**config.mk**
```make
export PLATFORM = sky130hd
export DESIGN_NAME = minv_div
export DESIGN_NICKNAME = d
export VERILOG_FILES = /design/src/hw/rtl/modular_inverse_defines.svh /design/src/hw/rtl/minv_pkg.sv /design/src/hw/rtl/minv_div.sv
export SDC_FILE = /design/constraint.sdc
export NUM_CORES = 1
export LEC_CHECK = 0
export BUFFER_PORTS_ARGS = -buffer_cell sky130_fd_sc_hd__buf_2
export CORE_MARGIN = 1
export CORE_UTILIZATION = 35
export DETAILED_ROUTE_END_ITERATION = 7
export GPL_ROUTABILITY_DRIVEN = 0
export GPL_TIMING_DRIVEN = 0
export PLACE_DENSITY = 0.64
export REMOVE_ABC_BUFFERS = 1
export SLEW_MARGIN = 10
export SYNTH_ARGS = -nofsm -noshare
export SYNTH_HDL_FRONTEND = slang
export SYNTH_SLANG_ARGS = --single-unit
```
**constraint.sdc**
```tcl
create_clock -name clk -period 4.5 [get_ports clk]
set_input_delay 0.45 -clock clk [delete_from_list [all_inputs] [get_ports clk]]
set_output_delay 0.45 -clock clk [all_outputs]
set_load 0.03 [all_outputs]
```
**src/hw/rtl/modular_inverse_defines.svh**
```systemverilog
// assertion macros for the modular inverse block
// used by the top level only
`ifndef MODULAR_INVERSE_DEFINES_SVH
`define MODULAR_INVERSE_DEFINES_SVH

// assert that a condition implies another one in the same cycle
`define MI_ASSERT_IMP(label, clk, rst_n, pre, post) \
  label: assert property (@(posedge clk) disable iff (!rst_n) (pre) |-> (post)) \
    else $error("assertion failed");

// assert that a condition implies another one in the next cycle
`define MI_ASSERT_NEXT(label, clk, rst_n, pre, post) \
  label: assert property (@(posedge clk) disable iff (!rst_n) (pre) |=> (post)) \
    else $error("assertion failed");

`endif

```
**src/hw/rtl/minv_pkg.sv**
```systemverilog
// shared types and constants for the modular inverse block
// no dependencies
package minv_pkg;
  localparam int unsigned WORD_BITS = 32;
  localparam int unsigned CNT_BITS  = $clog2(WORD_BITS + 1);

  typedef logic [WORD_BITS-1:0] word_t;
  typedef logic [CNT_BITS-1:0]  cnt_t;

  typedef struct packed {
    word_t value;
    word_t modulus;
  } in_word_t;

  typedef struct packed {
    logic [31:0] inverse_out;
    logic        no_inverse;
  } out_word_t;
endpackage

```
**src/hw/rtl/minv_div.sv**
```systemverilog
// restoring bit-serial divider, one quotient bit per cycle
// depends on minv_pkg
module minv_div (
  input  logic          clk,
  input  logic          rst_n,
  input  logic          start,
  input  minv_pkg::word_t dividend,
  input  minv_pkg::word_t divisor,
  output logic          done,
  output minv_pkg::word_t quotient,
  output minv_pkg::word_t remainder
);
  import minv_pkg::*;

  logic          busy_r, busy_nxt;
  cnt_t          cnt_r, cnt_nxt;
  word_t         q_r, q_nxt;
  word_t         rem_r, rem_nxt;
  word_t         d_r, d_nxt;
  logic [WORD_BITS:0] trial;

  // shift the next dividend bit into the partial remainder
  assign trial = {rem_r, q_r[WORD_BITS-1]} - {1'b0, d_r};

  always_comb begin
    busy_nxt = busy_r;
    cnt_nxt  = cnt_r;
    q_nxt    = q_r;
    rem_nxt  = rem_r;
    d_nxt    = d_r;
    if (start) begin
      busy_nxt = 1'b1;
      cnt_nxt  = cnt_t'(WORD_BITS);
      q_nxt    = dividend;
      rem_nxt  = '0;
      d_nxt    = divisor;
    end else if (busy_r) begin
      if (trial[WORD_BITS]) begin
        rem_nxt = {rem_r[WORD_BITS-2:0], q_r[WORD_BITS-1]};
        q_nxt   = {q_r[WORD_BITS-2:0], 1'b0};
      end else begin
        rem_nxt = trial[WORD_BITS-1:0];
        q_nxt   = {q_r[WORD_BITS-2:0], 1'b1};
      end
      cnt_nxt = cnt_r - cnt_t'(1);
      if (cnt_r == cnt_t'(1)) begin
        busy_nxt = 1'b0;
      end
    end
  end

  // rem_r never exceeds the divisor, so the top shifted bit is safe to drop
  // only when the divisor fits; the trial uses the full width above

  always_ff @(posedge clk) begin
    if (!rst_n) begin
      busy_r <= 1'b0;
      cnt_r  <= '0;
    end else begin
      busy_r <= busy_nxt;
      cnt_r  <= cnt_nxt;
    end
    q_r   <= q_nxt;
    rem_r <= rem_nxt;
    d_r   <= d_nxt;
  end

  logic fin_r;
  always_ff @(posedge clk) begin
    if (!rst_n) begin
      fin_r <= 1'b0;
    end else begin
      fin_r <= busy_r && (cnt_r == cnt_t'(1));
    end
  end

  assign quotient  = q_r;
  assign remainder = rem_r;
  always_comb begin
    done = fin_r;
  end
endmodule

```
==> results of run 1 <==
[metal layers]
layer / part of all wire [%] / vias up
li1: - / 2399
met1: 44 / 2210
met2: 47 / 154
met3: 8.0 / 13
met4: 1.0 / 0
met5: 0 / -
[worst paths after layout]
check                          from  slack [ps]  cells past startpoint                         end
max reg2reg  quotient[31]$_DFFE_PP_         950                     12  remainder[23]$_SDFFE_PP0P_
min reg2reg   cnt_r[0]$_SDFFE_PP0P_         490                      2       cnt_r[0]$_SDFFE_PP0P_
max          quotient[31]$_DFFE_PP_         950                     12  remainder[23]$_SDFFE_PP0P_
min                      divisor[3]         270                      1            d_r[3]$_DFFE_PP_
[cell usage in the layout, fill, tap and decap left out, types with 3 or more instances in the layout]
cell                        netlist  layout
sky130_fd_sc_hd__buf_2            3     130
sky130_fd_sc_hd__edfxtp_1        64      64
sky130_fd_sc_hd__nor2_1          57      57
sky130_fd_sc_hd__inv_1           42      42
sky130_fd_sc_hd__a21oi_1         40      40
sky130_fd_sc_hd__dfxtp_1         40      39
sky130_fd_sc_hd__nand2_1         38      37
sky130_fd_sc_hd__ha_1            34      34
sky130_fd_sc_hd__mux2_2          31      31
sky130_fd_sc_hd__o21ai_0         28      28
sky130_fd_sc_hd__a211oi_1        23      23
sky130_fd_sc_hd__xnor2_1         17      17
sky130_fd_sc_hd__nor3_1          14      14
sky130_fd_sc_hd__a21o_1          11      11
sky130_fd_sc_hd__xor2_1          11      11
sky130_fd_sc_hd__mux2i_1          9       9
sky130_fd_sc_hd__clkbuf_16        0       9
sky130_fd_sc_hd__o21a_1           8       8
sky130_fd_sc_hd__nand4_1          8       8
sky130_fd_sc_hd__nor2b_1          6       6
sky130_fd_sc_hd__o211ai_1         6       6
sky130_fd_sc_hd__and3_1           6       6
sky130_fd_sc_hd__nand3_1          4       4
sky130_fd_sc_hd__o31a_1           3       3
sky130_fd_sc_hd__a21oi_2          3       3
sky130_fd_sc_hd__o31ai_1          3       3
sky130_fd_sc_hd__a21boi_0         3       3
sky130_fd_sc_hd__nand2b_1         3       3
sky130_fd_sc_hd__o21bai_1         3       3
[logic make-up (layout without fill, tap and decap cells)]
group / after synthesis / in the layout / share of synthesized area, %
buf+inv: 72 / 191 / 5.49
fa+ha+maj: 35 / 35 / 7.40
flops: 104 / 104 / 45.2
simple gates: 153 / 153 / 12.0
xor+xnor: 28 / 28 / 4.07
compound gates: 160 / 160 / 18.5
mux: 40 / 40 / 7.30
[stage by stage]
stage,util [%],hold WS [ps],instance area (um2)
6_report,42.8,266,7140
5_1_grt,42.8,253,7140
4_1_cts,42.8,253,7140
3_5_place_dp,40.9,483,6840
3_3_place_gp,40.6,474,6780
2_1_floorplan,-,463,5850
[area by class of cell]
class / instances / area share, %
inverters: 42 / 2.21
clock buffers: 10 / 3.21
clock inverters: 6 / 1.05
well taps: 220 / 3.85
repair buffers: 133 / 9.98
flip-flops and latches: 104 / 38.1
multi-input cells: 416 / 41.6
[state kept, by name (all words and copies together), names as in the netlist]
signal / count
d_r: 32
quotient: 32
remainder: 32
cnt_r: 6
busy_r: 1
done: 1
[power by group through the flow]
stage / logic, W / clock network, W / registers, W
2_1_floorplan: 0.000370 / 0 / 0.00128
3_3_place_gp: 0.000650 / 0 / 0.00119
3_5_place_dp: 0.000664 / 0 / 0.00118
4_1_cts: 0.000667 / 0.000842 / 0.00116
5_1_grt: 0.000730 / 0.000873 / 0.00117
6_report: 0.000663 / 0.000819 / 0.00116
==> impl_metrics.sql, run 1 <==
INSERT INTO impl_metrics (metric_group, metric, value, unit) VALUES
('cts', 'buffer_count_from_post_cts_setup_fixing', '0', ''),
('sta', 'post-route-min-period', '3550', 'ps'),
('power_and_ir_drop', 'p_leak', '3.02', 'nW'),
('routing', 'detailed_route_wire_length', '14.1', 'mm'),
('power_and_ir_drop', 'seq_power_share', '43.9', '%'),
('die', 'chipWidth', '133', 'um'),
('global_route', 'met1_track_demand_over_resource', '19.4', '%'),
('yosys', 'syn_area', '6020', 'um2'),
('yosys', 'synth-async-reset-ratio', '0', '%'),
('global_route', 'globalRouteMet3Util', '5.90', '%'),
('cts', 'cts_buffers', '9', ''),
('routing', 'number_of_drc_violations_after_detailed_routing', '0', ''),
('yosys', 'synthesis.yosys.warnings', '0', ''),
('finish', 'syn_to_final_growth', '18.7', '%'),
('setup_path', 'crit_path_max_incr_delay', '500', 'ps'),
('setup_path', 'cp_cell_sequence', 'inv_1 -> ha_1 -> fa_1 -> nor2b_1 -> o31a_1 -> o21a_1 -> o211ai_1 -> a211oi_1 -> nand2_2 -> and2_1 -> a311oi_1 -> nor3_1', ''),
('placed_design', 'place.detailed.instances', '915', ''),
('setup_path', 'timing.critical_path.buf_inv', '1', ''),
('sta', 'fin_tns_setup', '0', 'ps'),
('routing', 'postRouteAntennaNets', '0', ''),
('power_and_ir_drop', 'pwr-share-comb', '25.1', '%'),
('cts', 'cts_max_path_buffers', '2', ''),
('yosys', 'synth_top_area_share', '31.9', '%'),
('power_and_ir_drop', 'switching_power', '0.000840', 'W'),
('setup_path', 'crit_path_max_fanout', '34', ''),
('yosys', 'synth_ff_type', 'sky130_fd_sc_hd__edfxtp_1', ''),
('cts', 'ctsResizeCount', '0', ''),
('global_route', 'grt_most_used_layer', 'met2', ''),
('yosys', 'synth_edf_count', '64', ''),
('run', 'cap_violations', '0', ''),
('routing', 'drt_first_iter_violations', '192', ''),
('finish', 'layout-drive-gt1-share', '27.8', '%'),
('setup_path', 'critPathArrivalTime', '3770', 'ps'),
('global_route', 'grt_pass1_vias', '4660', ''),
('yosys', 'synthCells', '592', ''),
('finish', 'multi_input_area', '2970', 'um2'),
('placed_design', 'post-dp-hpwl', '10.3', 'mm'),
('power_and_ir_drop', 'vdd_drop_max', '0.247', 'mV'),
('sta', 'post-route-worst-setup-slack', '948', 'ps'),
('cts', 'cts_htree_levels', '3', ''),
('routing', 'detail_route.first_pass.iterations', '5', ''),
('setup_path', 'crit_type', 'reg2reg', ''),
('cts', 'clock-root-buffer', 'sky130_fd_sc_hd__clkbuf_16', ''),
('setup_path', 'top_family_by_delay_on_critical_path', 'compound AO/OA/AOI/OAI gates', ''),
('cts', 'clock_latency', '350', 'ps'),
('die', 'design.portCount', '132', ''),
('finish', 'regArea', '2720', 'um2'),
('cts', 'tritoncts', 'done', ''),
('global_route', 'overflow', '0', ''),
('setup_path', 'worst_setup_path_end_kind', 'flip-flop', ''),
('sta', 'slew_headroom', '49.3', '%'),
('cts', 'clock_sinks', '104', ''),
('die', 'chipHeight', '133', 'um'),
('yosys', 'synthTopCellsByCount', 'sky130_fd_sc_hd__edfxtp_1 (64), sky130_fd_sc_hd__nor2_1 (57), sky130_fd_sc_hd__inv_1 (42)', ''),
('yosys', 'syn_avg_cell_area', '10.2', 'um2'),
('yosys', 'ys_seq_elements', '104', ''),
('yosys', 'post-synth-top-count-cell', 'sky130_fd_sc_hd__edfxtp_1', ''),
('sta', 'final.setup_skew', '11.9', 'ps'),
('power_and_ir_drop', 'power_density', '370', 'nW/um2'),
('routing', 'detailroute.via_count', '4776', ''),
('power_and_ir_drop', 'power.internal', '0.00180', 'W'),
('power_and_ir_drop', 'power.switching_fraction', '31.8', '%'),
('sta', 'grt_setup_unrepaired', 'false', ''),
('run_status', 'status', 'completed', ''),
('routing', 'vias_per_cell', '5.13', ''),
('finish', 'num-nets-final', '808', ''),
('yosys', 'netlist_top_cells_area', 'sky130_fd_sc_hd__edfxtp_1 (32%), sky130_fd_sc_hd__dfxtp_1 (13%), sky130_fd_sc_hd__ha_1 (7.1%)', ''),
('global_route', 'number_of_antenna_violations_at_the_first_check_in_global_routing', '0', ''),
('setup_path', 'cp_max_stage_cell', 'sky130_fd_sc_hd__nand2_2', ''),
('placed_design', 'dp_slack', '941', 'ps'),
('die', 'die_area', '17700', 'um2');
Power figures use the tool's default switching activity.
==> run 2, diff against run 1 <==
==> constraint.sdc (replaced) <==
create_clock -name clk -period 3.39 [get_ports clk]
set_input_delay 0.339 -clock clk [delete_from_list [all_inputs] [get_ports clk]]
set_output_delay 0.339 -clock clk [all_outputs]
set_load 0.03 [all_outputs]
==> impl_metrics.sql, run 2 (synthesized netlist as in run 1, its figures left out) <==
INSERT INTO impl_metrics (metric_group, metric, value, unit) VALUES
('die', 'starting_density_of_the_core', '36.0', '%'),
('cts', 'clock_sinks', '104', ''),
('setup_path', 'worstRegToRegCells', '11', ''),
('power_and_ir_drop', 'power_density', '490', 'nW/um2'),
('power_and_ir_drop', 'p_leak', '3.03', 'nW'),
('routing', 'route.detailed.wl_per_inst', '15.4', 'um'),
('routing', 'vias_per_cell', '5.12', ''),
('cts', 'cts_htree_levels', '3', ''),
('sta', 'slew_headroom', '48.8', '%'),
('setup_path', 'critPathLaunchType', 'flip-flop', ''),
('setup_path', 'critPathArrivalTime', '3420', 'ps'),
('global_route', 'grt_first_pass_wirelength', '23.4', 'mm'),
('finish', 'leading_cell_types_in_the_layout_fill_and_taps_excluded', 'sky130_fd_sc_hd__buf_2 (130), sky130_fd_sc_hd__edfxtp_1 (64), sky130_fd_sc_hd__nor2_1 (57)', ''),
('global_route', 'met1_track_demand_over_resource', '20.1', '%'),
('routing', 'number_of_drc_violations_after_detailed_routing', '0', ''),
('worst_hold_path', 'worst_hold_path.endpoint', 'd_r[3]$_DFFE_PP_', ''),
('worst_hold_path', 'min_from', 'divisor[3]', ''),
('cts', 'cts_buffers', '9', ''),
('finish', 'syn_to_final_growth', '19.1', '%'),
('global_route', 'met2_resource_use_gr', '28.0', '%'),
('sta', 'worst_hold_slack', '153', 'ps'),
('finish', 'layout-drive-gt1-share', '28.5', '%'),
('sta', 'fin_tns_setup', '0', 'ps'),
('finish', 'num-nets-final', '810', ''),
('sta', 'finalCritPeriodShare', '92.9', '%'),
('setup_path', 'setup.reg_to_reg.worst_slack', '240', 'ps'),
('finish', 'regArea', '2720', 'um2'),
('routing', 'detail_route.first_pass.iterations', '4', ''),
('placed_design', 'post_dp_cell_area', '6840', 'um2'),
('placed_design', 'port_buffers', '131', ''),
('setup_path', 'ff_to_ff_end', 'remainder[17]$_SDFFE_PP0P_', ''),
('setup_path', 'cp_data_required_time', '3660', 'ps'),
('global_route', 'globalRouteMet3Util', '5.71', '%'),
('routing', 'postRouteAntennaNets', '0', ''),
('global_route', 'grt_pass1_vias', '4696', ''),
('die', 'design.portCount', '132', ''),
('cts', 'clock_latency', '360', 'ps'),
('sta', 'finalSetupViolations', '0', ''),
('finish', 'postLayoutCellArea', '7170', 'um2'),
('die', 'chipHeight', '133', 'um'),
('global_route', 'grt_most_used_layer', 'met2', ''),
('sta', 'grt_setup_unrepaired', 'false', ''),
('sta', 'max_freq', '317', 'MHz'),
('setup_path', 'crit_path_max_fanout', '19', ''),
('die', 'coreArea', '16700', 'um2'),
('cts', 'tritoncts', 'done', ''),
('die', 'chipWidth', '133', 'um'),
('sta', 'pins_over_their_slew_limit', '0', ''),
('finish', 'num_antenna_cells', '0', ''),
('global_route', 'groute.usage.overall', '16.6', '%'),
('cts', 'cts_max_path_buffers', '2', ''),
('finish', 'multi_input_area', '2990', 'um2'),
('power_and_ir_drop', 'vdd_drop_max', '0.329', 'mV'),
('placed_design', 'post-dp-hpwl', '10.3', 'mm'),
('sta', 'post-route-min-period', '3150', 'ps'),
('global_route', 'number_of_antenna_violations_at_the_first_check_in_global_routing', '0', ''),
('sta', 'final.setup_skew', '13.0', 'ps'),
('die', 'floorplan.rows', '47', ''),
('run', 'cap_violations', '0', ''),
('finish', 'n_fill_cell', '1672', ''),
('setup_path', 'worst_setup_path_end_kind', 'flip-flop', ''),
('routing', 'detailroute.via_count', '4774', ''),
('routing', 'drt_first_iter_violations', '230', ''),
('sta', 'worstMarginPinSlew', '765', 'ps'),
('cts', 'clk_pin_slew', '80', 'ps'),
('run_status', 'status', 'completed', ''),
('worst_hold_path', 'hold_depth', '1', ''),
('setup_path', 'critical_path.reg2reg.startpoint', 'quotient[31]$_DFFE_PP_', ''),
('global_route', 'overflow', '0', ''),
('routing', 'detailed_route_wire_length', '14.4', 'mm'),
('sta', 'post-route-worst-setup-slack', '240', 'ps'),
('cts', 'clock-root-buffer', 'sky130_fd_sc_hd__clkbuf_16', ''),
('global_route', 'grt_start_max_net_pins', '60', ''),
('placed_design', 'dp_slack', '-169', 'ps'),
('worst_hold_path', 'holdCritPathClass', 'in2reg', ''),
('sta', 'final-hold-violation-count', '0', ''),
('setup_path', 'crit_type', 'reg2reg', ''),
('die', 'die_area', '17700', 'um2'),
('finish', 'mostFrequentLayoutCell', 'sky130_fd_sc_hd__buf_2', '');
==> run 2: cell types whose count changed in the layout (fill, tap and decap cells not counted), sizes merged <==
cell,before,now
buf,133,134
nand2,39,40
==> run 2: through the flow <==
stage               util, %  power, W  std cells
floorplan                 -   0.00219        562
global placement       40.6   0.00244        913
detailed placement     40.9   0.00245        915
CTS                    42.9   0.00355        932
global route           42.9   0.00369        933
finish                 42.9   0.00352        933
==> run 2: worst max path at each step <==
stage,startpoint,endpoint,slack (ps)
6_report,quotient[31]$_DFFE_PP_,remainder[17]$_SDFFE_PP0P_,240
5_1_grt,quotient[31]$_DFFE_PP_,remainder[23]$_SDFFE_PP0P_,6
4_1_cts,quotient[31]$_DFFE_PP_,remainder[22]$_SDFFE_PP0P_,90
3_5_place_dp,quotient[31]$_DFFE_PP_,remainder[23]$_SDFFE_PP0P_,-170
3_3_place_gp,start,quotient[13]$_DFFE_PP_,-1140
2_1_floorplan,quotient[31]$_DFFE_PP_,remainder[23]$_SDFFE_PP0P_,230
==> run 2: metal layers <==
layer  up-vias  share of wire [%]
met3        12                7.5
met1      2218                 45
met5         -                  0
met4         0                1.2
met2       141                 46
li1       2403                  -
==> run 2: timing repair <==
action	CTS	global route
setup buffers	0	1
gates resized for setup	2	3
hold buffers	0	0
pin swaps	1	2
endpoints found under the setup margin	6	31
cloned	1	0
==> run 2: critical path, stage by stage (launching register included) <==
cell                       delay [ps]
sky130_fd_sc_hd__edfxtp_1         410
sky130_fd_sc_hd__inv_1             80
sky130_fd_sc_hd__ha_1             180
sky130_fd_sc_hd__fa_1             210
sky130_fd_sc_hd__nor2b_2           70
sky130_fd_sc_hd__o31a_1           340
sky130_fd_sc_hd__o21a_2           260
sky130_fd_sc_hd__o211a_4          270
sky130_fd_sc_hd__o311ai_4         370
sky130_fd_sc_hd__and2_4           440
sky130_fd_sc_hd__nand3_2          210
sky130_fd_sc_hd__o21ai_0          220
==> run 2: final cells by class <==
cell class / count / share of cell area, %
clock buffers: 10 / 3.19
clock inverters: 6 / 1.05
flip-flops and latches: 104 / 38.0
inverters: 42 / 2.20
repair buffers: 134 / 10.0
multi-input cells: 417 / 41.7
well taps: 220 / 3.84
==> run 2: where the power goes <==
part	switching [W]	leakage [nW]	internal, W
sequential	0.0000753	0.965	0.00146
clock	0.000504	0.146	0.000586
combinational	0.000542	1.92	0.000345
total	0.00112	3.03	0.00239
==> run 3, diff against run 2 <==
--- a/config.mk
+++ b/config.mk
@@ -8,10 +8,11 @@
 export BUFFER_PORTS_ARGS = -buffer_cell sky130_fd_sc_hd__buf_2
 export CORE_MARGIN = 1
 export CORE_UTILIZATION = 35
+export CTS_CLUSTER_SIZE = 10
 export DETAILED_ROUTE_END_ITERATION = 7
 export GPL_ROUTABILITY_DRIVEN = 0
 export GPL_TIMING_DRIVEN = 0
-export PLACE_DENSITY = 0.64
+export PLACE_DENSITY_LB_ADDON = 0.3
 export REMOVE_ABC_BUFFERS = 1
 export SLEW_MARGIN = 10
 export SYNTH_ARGS = -nofsm -noshare
==> impl_metrics.sql, run 3 (synthesized netlist as in run 1, its figures left out) <==
INSERT INTO impl_metrics (metric_group, metric, value, unit) VALUES
('cts', 'cts_max_path_buffers', '2', ''),
('power_and_ir_drop', 'p_leak', '3.03', 'nW'),
('die', 'floorplan.rows', '47', ''),
('global_route', 'grt_first_pass_wirelength', '23.9', 'mm'),
('finish', 'n_fill_cell', '1659', ''),
('finish', 'num_antenna_cells', '0', ''),
('global_route', 'groute.usage.overall', '16.9', '%'),
('setup_path', 'cp_max_stage_cell', 'sky130_fd_sc_hd__fa_1', ''),
('finish', 'leading_cell_types_in_the_layout_fill_and_taps_excluded', 'sky130_fd_sc_hd__buf_2 (130), sky130_fd_sc_hd__edfxtp_1 (64), sky130_fd_sc_hd__nor2_1 (57)', ''),
('setup_path', 'cp_cell_sequence', 'inv_1 -> ha_1 -> fa_1 -> nor2b_2 -> o31a_1 -> o21a_2 -> o211ai_1 -> a211oi_2 -> buf_4 -> nand2_4 -> and2_1 -> a311oi_1 -> nor3_1', ''),
('cts', 'clock-root-buffer', 'sky130_fd_sc_hd__clkbuf_16', ''),
('sta', 'max_freq', '315', 'MHz'),
('global_route', 'number_of_antenna_violations_at_the_first_check_in_global_routing', '0', ''),
('sta', 'grt_setup_unrepaired', 'false', ''),
('die', 'coreArea', '16700', 'um2'),
('cts', 'clock_latency', '360', 'ps'),
('sta', 'post-route-min-period', '3170', 'ps'),
('finish', 'mostFrequentLayoutCell', 'sky130_fd_sc_hd__buf_2', ''),
('routing', 'detailed_route_wire_length', '14.6', 'mm'),
('finish', 'multi_input_area', '3000', 'um2'),
('global_route', 'grt_start_max_net_pins', '61', ''),
('setup_path', 'crit_type', 'reg2reg', ''),
('global_route', 'grt_pass1_vias', '4903', ''),
('finish', 'syn_to_final_growth', '18.9', '%'),
('die', 'chipWidth', '133', 'um'),
('sta', 'pins_over_their_slew_limit', '0', ''),
('finish', 'regArea', '2720', 'um2'),
('sta', 'final.setup_skew', '11.4', 'ps'),
('finish', 'postLayoutCellArea', '7160', 'um2'),
('setup_path', 'critPathLaunchType', 'flip-flop', ''),
('run', 'cap_violations', '0', ''),
('die', 'die_area', '17700', 'um2'),
('sta', 'worst_hold_slack', '152', 'ps'),
('routing', 'detail_route.first_pass.iterations', '4', ''),
('routing', 'vias_per_cell', '5.18', ''),
('cts', 'clk_pin_slew', '80', 'ps'),
('worst_hold_path', 'holdCritPathClass', 'in2reg', ''),
('sta', 'post-route-worst-setup-slack', '215', 'ps'),
('setup_path', 'crit_path_max_fanout', '17', ''),
('cts', 'clock_sinks', '104', ''),
('sta', 'finalSetupViolations', '0', ''),
('die', 'design.portCount', '132', ''),
('placed_design', 'dp_slack', '-284', 'ps'),
('setup_path', 'critPathArrivalTime', '3400', 'ps'),
('global_route', 'overflow', '0', ''),
('placed_design', 'post_dp_cell_area', '6840', 'um2'),
('placed_design', 'port_buffers', '131', ''),
('cts', 'cts_htree_levels', '3', ''),
('finish', 'num-nets-final', '810', ''),
('cts', 'cts_buffers', '9', ''),
('finish', 'layout-drive-gt1-share', '28.6', '%'),
('setup_path', 'crit_path_max_incr_delay', '410', 'ps'),
('routing', 'detailroute.via_count', '4834', ''),
('setup_path', 'worst_setup_path_end_kind', 'flip-flop', ''),
('routing', 'postRouteAntennaNets', '0', ''),
('power_and_ir_drop', 'vdd_drop_max', '0.326', 'mV'),
('sta', 'worstMarginPinSlew', '796', 'ps'),
('placed_design', 'post-dp-hpwl', '10.4', 'mm'),
('setup_path', 'cp_data_required_time', '3610', 'ps'),
('sta', 'finalCritPeriodShare', '93.7', '%'),
('sta', 'fin_tns_setup', '0', 'ps'),
('routing', 'drt_first_iter_violations', '244', ''),
('die', 'starting_density_of_the_core', '36.0', '%'),
('setup_path', 'top_family_by_delay_on_critical_path', 'compound AO/OA/AOI/OAI gates', ''),
('run_status', 'status', 'completed', ''),
('cts', 'tritoncts', 'done', ''),
('power_and_ir_drop', 'power_density', '483', 'nW/um2'),
('routing', 'route.detailed.wl_per_inst', '15.7', 'um'),
('setup_path', 'timing.critical_path.buf_inv', '2', ''),
('die', 'chipHeight', '133', 'um'),
('sta', 'slew_headroom', '46.9', '%'),
('sta', 'final-hold-violation-count', '0', ''),
('routing', 'number_of_drc_violations_after_detailed_routing', '0', '');
==> run 3: changes by cell type in the layout (fill, tap and decap cells not counted), sizes merged <==
cell      change
clkinv        +2
bufinv        -1
clkbuf        -1
clkinvlp      -1
inv           +1
==> run 3: final cells by class <==
cell class,count,share of cell area (%)
clock inverter,7,0.856
clock buffer,9,3.15
timing repair buffer,134,10.1
multi-input combinational,417,41.8
tap,220,3.84
inverter,42,2.20
sequential,104,38.0
==> run 3: report_power, final <==
| part | internal [W] | switching (W) | total [W] |
|---|---|---|---|
| Sequential | 0.00146 | 0.0000774 | 0.00154 |
| Clock | 0.000515 | 0.000510 | 0.00102 |
| Combinational | 0.000345 | 0.000545 | 0.000890 |
==> run 3: metal layers <==
| layer | GRT usage, % | wire length [um] |
|---|---|---|
| met1 | 20.1 | 6390 |
| met2 | 29.3 | 7060 |
| met3 | 5.37 | 1040 |
| met4 | 4.61 | 151 |
| met5 | 0 | 0 |
==> run 3: final timing paths <==
path                           from                          to  cells after the start  slack, ps
max          quotient[31]$_DFFE_PP_  remainder[23]$_SDFFE_PP0P_                     13        220
max reg2reg  quotient[31]$_DFFE_PP_  remainder[23]$_SDFFE_PP0P_                     13        220
min                      divisor[5]            d_r[5]$_DFFE_PP_                      1        150
min reg2reg   cnt_r[1]$_SDFFE_PP0P_       cnt_r[1]$_SDFFE_PP0P_                      2        500
==> run 3: per-stage QoR <==
stage / cells / power [W] / utilization (%)
after floorplan: 562 / 0.00219 / -
after global placement: 913 / 0.00243 / 40.6
after detailed placement: 915 / 0.00245 / 40.9
after CTS: 931 / 0.00350 / 42.7
after global routing: 933 / 0.00364 / 42.9
final: 933 / 0.00346 / 42.9
==> run 3: what timing repair did <==
item | 4_1_cts | 5_1_grt
pin swaps | 1 | 2
buffers inserted | 0 | 1
hold buffers | 0 | 0
resized for setup | 2 | 3
cloned | 0 | 1
setup endpoints to repair | 17 | 32
